===== src/rtl/opp_pkg.sv =====
// Shared types, sizes and controller codes for the OLED pixel plot engine.
// No dependencies; imported by opp_dp, opp_ctrl and the top level.
package opp_pkg;

  localparam int COLUMNS = 128;
  localparam int PAGES   = 8;
  localparam int DEPTH   = COLUMNS * PAGES;
  localparam int AW      = $clog2(DEPTH);

  localparam logic [7:0] PAGE_CMD_BASE = 8'hB0;
  localparam logic [7:0] COL_HI_CMD    = 8'h10;
  localparam logic [7:0] COL_HI_MASK   = 8'hF0;
  localparam logic [7:0] COL_LO_MASK   = 8'h0F;

  typedef struct packed {
    logic [7:0] column;
    logic [7:0] row;
    logic       set_pixel;
  } in_item_t;

  typedef struct packed {
    logic [7:0] out_byte;
    logic       is_data;
    logic       last;
  } out_item_t;

  typedef enum logic [2:0] {
    S_CLEAR,
    S_IDLE,
    S_COL_HI,
    S_COL_LO,
    S_DATA
  } state_e;

  typedef enum logic [1:0] {
    SEL_PAGE,
    SEL_COL_HI,
    SEL_COL_LO,
    SEL_DATA
  } byte_sel_e;

  typedef struct packed {
    logic      clr_en;
    logic      load_in;
    logic      out_load;
    byte_sel_e out_sel;
    logic      wr_en;
  } dp_cmd_t;

  typedef struct packed {
    logic clr_last;
    logic out_free;
    logic in_range;
  } dp_status_t;

endpackage


===== src/rtl/opp_ctrl.sv =====
// Controller: clearing pass after reset, then one request walked through its output bytes.
// Depends on opp_pkg.
module opp_ctrl (
  input  logic                clk_i,
  input  logic                rst_ni,
  input  logic                in_valid_i,
  output logic                in_stall_o,
  input  opp_pkg::dp_status_t status_i,
  output opp_pkg::dp_cmd_t    cmd_o
);
  import opp_pkg::*;

  state_e state_q, state_d;

  always_ff @(posedge clk_i or negedge rst_ni) begin
    if (!rst_ni) begin
      state_q <= S_CLEAR;
    end else begin
      state_q <= state_d;
    end
  end

  always_comb begin
    state_d    = state_q;
    in_stall_o = 1'b1;
    cmd_o      = '{clr_en: 1'b0, load_in: 1'b0, out_load: 1'b0,
                   out_sel: SEL_PAGE, wr_en: 1'b0};
    case (state_q)
      S_CLEAR: begin
        cmd_o.clr_en = 1'b1;
        if (status_i.clr_last) begin
          state_d = S_IDLE;
        end
      end
      S_IDLE: begin
        in_stall_o = !status_i.out_free;
        // page command is loaded into the output register in the accept cycle, frame store read starts too
        if (in_valid_i && status_i.out_free) begin
          cmd_o.load_in  = 1'b1;
          cmd_o.out_load = 1'b1;
          cmd_o.out_sel  = SEL_PAGE;
          state_d        = S_COL_HI;
        end
      end
      S_COL_HI: begin
        if (status_i.out_free) begin
          cmd_o.out_load = 1'b1;
          cmd_o.out_sel  = SEL_COL_HI;
          state_d        = S_COL_LO;
        end
      end
      S_COL_LO: begin
        if (status_i.out_free) begin
          cmd_o.out_load = 1'b1;
          cmd_o.out_sel  = SEL_COL_LO;
          state_d        = status_i.in_range ? S_DATA : S_IDLE;
        end
      end
      S_DATA: begin
        if (status_i.out_free) begin
          cmd_o.out_load = 1'b1;
          cmd_o.out_sel  = SEL_DATA;
          cmd_o.wr_en    = 1'b1;
          state_d        = S_IDLE;
        end
      end
      default: begin
        state_d = S_IDLE;
      end
    endcase
  end

endmodule


===== config.mk =====
export PLATFORM = sky130hd
export DESIGN_NAME = opp_ctrl
export DESIGN_NICKNAME = d
export VERILOG_FILES = /design/src/rtl/opp_pkg.sv /design/src/rtl/opp_ctrl.sv
export SDC_FILE = /design/constraint.sdc
export NUM_CORES = 1
export LEC_CHECK = 0
export ABC_CLOCK_PERIOD_IN_PS = 2000
export BUFFER_PORTS_ARGS = -buffer_cell sky130_fd_sc_hd__clkbuf_2
export CORE_AREA = 5 5 42 44
export DETAILED_ROUTE_END_ITERATION = 16
export DIE_AREA = 0 0 47 49
export SLEW_MARGIN = 10
export SYNTH_ARGS = -nofsm -noshare
export SYNTH_HDL_FRONTEND = slang
export SYNTH_SLANG_ARGS = --single-unit

===== constraint.sdc =====
create_clock -name clk_i -period 2 [get_ports clk_i]
set_clock_uncertainty 0.2 [all_clocks]
set_input_delay 0.2 -clock clk_i [delete_from_list [all_inputs] [get_ports clk_i]]
set_output_delay 0.2 -clock clk_i [all_outputs]
set_load 0.01 [all_outputs]

==> results of run 1 <==
==> where the power goes <==
part	switching [mW]	total [mW]	internal, mW
logic	0.125	0.235	0.110
registers	0.0173	0.101	0.0833
clock network	0.0324	0.107	0.0748
total	0.175	0.443	0.268
==> synthesized netlist by cell type, drive strengths merged <==
cell type and count:
a21oi 2, a311oi 1, a31oi 1, buf 3, dfrtp 3, inv 1, nand2 2, nand2b 1
nand3 1, nand3b 1, nor2 3, nor3 4, o21a 1, o22ai 1, o41ai 1, or3b 1
or4b 1, xnor2 1
==> per-stage QoR <==
step | power, mW | setup WS (ps) | utilization, %
global route | 0.493 | 31.4 | 25.1
detailed placement | 0.339 | 380 | 22.5
global placement | 0.339 | 408 | 22.5
floorplan | 0.268 | 508 | -
CTS | 0.452 | 124 | 25.1
finish | 0.443 | 141 | 25.1
==> cell families after synthesis <==
logic type / Yosys count / synth area share (%)
AO/OA/AOI/OAI: 7 / 22.3
XOR/XNOR: 1 / 3.63
buffers and inverters: 4 / 10.4
flip-flops: 3 / 31.1
AND/OR/NAND/NOR: 14 / 32.6
==> worst max-delay path, cell delays in order, from the launching register on <==
cell	delay, ps
dfrtp_1	460
or3b_4	440
o21a_1	120
nor2_1	80
clkbuf_2	130
==> per-layer routing <==
layer / vias up / track usage [%] / share of wire [%]
li1: 137 / - / -
met1: 116 / 6.43 / 37
met2: 6 / 9.28 / 52
met3: 2 / 3.32 / 7.9
met4: 0 / 6.91 / 2.6
met5: - / 0 / 0
==> worst paths after layout <==
| kind | start | to | slack (ps) | cells after the start |
|---|---|---|---|---|
| max | state_q[2] | cmd_o[3] | 140 | 4 |
| min | status_i[1] | state_q[1] | 50 | 2 |
| max reg2reg | state_q[0] | state_q[0] | 520 | 4 |
| min reg2reg | state_q[2] | state_q[1] | 380 | 1 |
| max in group asynchronous | rst_ni | state_q[0] | 1400 | 2 |
| min in group asynchronous | rst_ni | state_q[2] | 100 | 2 |
==> cell usage in the layout, fill, tap and decap left out, types with 2 or more instances in the layout <==
cell type and count:
nor3_1 4, buf_4 2, nand2_1 2, clkbuf_4 3, nor2_1 3, clkbuf_2 12, a21oi_1 2, dfrtp_1 3
==> area by class of cell <==
type | instances | area (um^2)
clock buffers | 4 | 26.3
fillers | 175 | 1050
inverters | 1 | 3.75
multi-input cells | 22 | 141
flip-flops and latches | 3 | 75.1
well taps | 16 | 20.0
repair buffers | 15 | 85.1
==> results_dict.tcl, run 1 <==
set metrics [dict create \
    run_status "finished, final reports clean" \
    ys_seq_elements 3 \
    chipWidth_um 47 \
    cts_buffers 3 \
    ctsLongestPathBuffers 2 \
    first_pass_grt_wire_length_um 1050 \
    ctsRootBufferMaster "clkbuf_4" \
    largest-register "state_q" \
    max_slew.worst_pin.slew_ps 323 \
    nets 52 \
    postCtsHoldBufs 1 \
    synth_top_area_cell "dfrtp_1" \
    timing.max_slew.rel_slack_pct 78.2 \
    via_count_of_the_first_global_routing_pass 268 \
    worst_hold_slack_ps 47.4 \
    portBuffers 12 \
    post-place-cells 56 \
    firstDrtPassIters 2 \
    layout_top_registers "state_q (3)" \
    largest_reg_flops 3 \
    irDropWorstVdd_mv 0.277 \
    route.antenna.remaining_nets 0 \
    worstSetupStartpointType "register" \
    ios 13 \
    grt_util_all_layers_pct 6.64 \
    cellPowerDensity_mw_per_mm2 1260 \
    globalRouteOverflowTotal 0 \
    fin_crit_sh_pct 92.9 \
    synth_cells 29 \
    final_standard_cell_area_without_fillers_um2 352 \
    achievable_frequency_mhz 538 \
    initialDrtViolationCount 5 \
    post_route_cells_drive_above_1_share_pct 42.2 \
    wire_per_inst_um 9.59 \
    yosysUniqueCellTypes 19 \
    timing.critical_path.fanout_max 9 \
    required_time_at_the_endpoint_of_the_critical_path_ps 1600 \
    post_cts_resize_count 0 \
    drv_slew 0 \
    finalCriticalPeriod_ps 1860 \
    core_region_area_mm2 0.00140 \
    post_synth_instance_area_um2 241 \
    clkSinkCount 3 \
    clk_pin_slew_worst_paths_ps 40 \
    grt_max_degree 12 \
    final.setup.tns_ps 0 \
    crit_path_end_kind "output port" \
    drt_drc_violations_left 0 \
    routed_via_density 4.28 \
    dieHeight_um 49 \
    floorplan.rows 14 \
    finalWirelength_um 585 \
    cts_post_setup_buffers_inserted 0 \
    worstSkewPairLatency_ps 230 \
    critPathKind "register to output port" \
    cellLeakagePower_nw 0.163 \
    routabilityCongestion 0.696 \
    timing.final.hold_violations 0 \
    ys_warn_count 0 \
    synth_top_area_share_pct 31.1 \
    synth_nets 35 \
    synth.yosys.seq_area_share_pct 31.1 \
    syn_to_final_growth_pct 45.6 \
    unrepaired_setup_endpoints_after_global_routing "false" \
    overall_die_area_mm2 0.00230 \
    report.final.setup_viol 0 \
    avgSynthCellArea_um2 8.33 \
    tritoncts "yes" \
    ys_top_cells_by_area "dfrtp_1, nor3_1, o22ai_2, buf_6, nor2_1" \
    critPathArrivalTime_ps 1460 \
    max_cap_viol_count 0 \
    floorplan.initialDensity_pct 17.2 \
    routed-via-count 261 \
    placed_area_um2 315 \
    antenna_cells 0 \
    fin_cells 61 \
    min_path_type "input pin to register" \
    antenna_found_initial 0 \
    clock_tree.htree_level_count 1 \
]
Note: power is estimated with default switching activity, not from simulation.
==> run 2, diff against run 1 <==
--- a/config.mk
+++ b/config.mk
@@ -5,11 +5,12 @@
 export SDC_FILE = /design/constraint.sdc
 export NUM_CORES = 1
 export LEC_CHECK = 0
-export ABC_CLOCK_PERIOD_IN_PS = 2000
+export ABC_CLOCK_PERIOD_IN_PS = 1550
 export BUFFER_PORTS_ARGS = -buffer_cell sky130_fd_sc_hd__clkbuf_2
 export CORE_AREA = 5 5 42 44
 export DETAILED_ROUTE_END_ITERATION = 16
 export DIE_AREA = 0 0 47 49
+export GPL_ROUTABILITY_DRIVEN = 0
 export SLEW_MARGIN = 10
 export SYNTH_ARGS = -nofsm -noshare
 export SYNTH_HDL_FRONTEND = slang
==> constraint.sdc (replaced) <==
create_clock -name clk_i -period 1.55 [get_ports clk_i]
set_clock_uncertainty 0.2 [all_clocks]
set_input_delay 0.155 -clock clk_i [delete_from_list [all_inputs] [get_ports clk_i]]
set_output_delay 0.155 -clock clk_i [all_outputs]
set_load 0.01 [all_outputs]
==> results_dict.tcl, run 2 (synthesized netlist as in run 1, its figures left out) <==
set metrics [dict create \
    timing.max_slew.rel_slack_pct 79.6 \
    final_core_utilization_pct 29.7 \
    timing.final.hold_violations 0 \
    fin_crit_sh_pct 109 \
    tritoncts "yes" \
    layout_top_registers "state_q (3)" \
    dieHeight_um 49 \
    required_time_at_the_endpoint_of_the_critical_path_ps 1190 \
    irDropWorstVdd_mv 0.398 \
    clkSinkCount 3 \
    dp.final_hpwl_um 465 \
    run_status "finished with violations" \
    antenna_cells 0 \
    routed_via_density 4.33 \
    whs_path_depth 2 \
    rr_endpoint "state_q[0]" \
    cts_buffers 3 \
    crit_path_top_delay_cell "dfrtp_1" \
    largest-register "state_q" \
    portBuffers 12 \
    via_count_of_the_first_global_routing_pass 281 \
    fin_total_pwr_uw 649 \
    failing_checks "negative setup slack" \
    r2r_slack_ps 40 \
    grt_max_degree 12 \
    first_pass_grt_wire_length_um 1090 \
    globalRouteOverflowTotal 0 \
    cellPowerDensity_mw_per_mm2 1560 \
    syn_to_final_growth_pct 72.5 \
    clock_tree.htree_level_count 1 \
    setup_slack_ps -138 \
    post-place-cells 57 \
    path_cells "buf_6 -> buf_4 -> xnor2_2 -> nor3_1 -> buf_2" \
    drt_drc_violations_left 0 \
    crit_path_end_kind "output port" \
    fin_cells 67 \
    grt_util_all_layers_pct 7.05 \
    worstSetupStartpointType "register" \
    initialDrtViolationCount 0 \
    report.final.setup_viol 7 \
    unrepaired_setup_endpoints_after_global_routing "true" \
    achievable_frequency_mhz 593 \
    wire_per_inst_um 10.2 \
    most_used_cells_in_the_layout_excluding_fill_and_tap_cells "clkbuf_2, buf_2, buf_4" \
    cellLeakagePower_nw 0.205 \
    overall_die_area_mm2 0.00230 \
    clk_pin_slew_worst_paths_ps 40 \
    ctsLongestPathBuffers 2 \
    max_slew.worst_pin.slew_ps 301 \
    antenna_found_initial 0 \
    largest_reg_flops 3 \
    ctsRootBufferMaster "clkbuf_4" \
    finalCriticalPeriod_ps 1690 \
    nets 58 \
    critPathTopFamily "buffers and inverters" \
    worstSkewPairLatency_ps 230 \
    ios 13 \
    min_path_type "input pin to register" \
    route.antenna.remaining_nets 0 \
    post_route_cells_drive_above_1_share_pct 52.9 \
    timing.critical_path.fanout_max 3 \
    drv_slew 0 \
    whs_endpoint "state_q[1]" \
    chipWidth_um 47 \
    floorplan.rows 14 \
    critPathArrivalTime_ps 1330 \
    timing.rr.start "state_q[2]" \
    finalWirelength_um 681 \
    timing.reg2reg.worst_path_depth 4 \
    core_region_area_mm2 0.00140 \
    firstDrtPassIters 1 \
    floorplan.initialDensity_pct 17.2 \
    worst_hold_slack_ps 3.39 \
    critPathKind "register to output port" \
    routed-via-count 290 \
    worstPathBufferInverterCount 3 \
    critPathMaxStageDelay_ps 390 \
    hold_sp "status_i[1]" \
    max_cap_viol_count 0 \
]
## run 2: through the flow
stage | worst slack, ps | setup TNS, ps | area, um^2
2_1_floorplan | 100 | 0 | 241
3_3_place_gp | 35.3 | 0 | 323
3_5_place_dp | 20.9 | 0 | 323
4_1_cts | -185 | -466 | 398
5_1_grt | -264 | -1020 | 417
6_report | -138 | -497 | 417
## run 2: where the power goes
part           switching, mW  leakage (nW)  internal [mW]  total [mW]
registers             0.0157        0.0362          0.107       0.123
clock network         0.0410        0.0150         0.0965       0.138
logic                  0.189         0.154          0.199       0.388
## run 2: what timing repair did
action                     4_1_cts  5_1_grt
setup endpoints to repair        5        6
pin swaps                        1        3
gates resized for setup          2        8
hold endpoints to repair         3        0
setup buffers                    4        1
hold buffers                     1        0
gates cloned                     0        0
## run 2: cell type report
| type | count | area [um^2] |
|---|---|---|
| clock buffers | 4 | 26.3 |
| fillers | 166 | 985 |
| inverters | 1 | 3.75 |
| multi-input cells | 22 | 154 |
| flip-flops and latches | 3 | 75.1 |
| well taps | 16 | 20.0 |
| repair buffers | 21 | 138 |
## run 2: worst max-delay path by stage
stage,from,endpoint,slack (ps),cells past startpoint
global placement,state_q[2],cmd_o[3],40,4
detailed placement,state_q[2],cmd_o[3],20,4
global route,state_q[2],cmd_o[1],-260,5
floorplan,state_q[2],state_q[0],100,4
CTS,state_q[2],cmd_o[3],-180,4
finish,state_q[2],cmd_o[1],-140,5
## run 2: per-layer routing
| metal | global-route usage [%] | wire [um] |
|---|---|---|
| met1 | 7.06 | 297 |
| met2 | 9.28 | 338 |
| met3 | 3.32 | 25 |
| met4 | 8.29 | 19 |
| met5 | 0 | 0 |
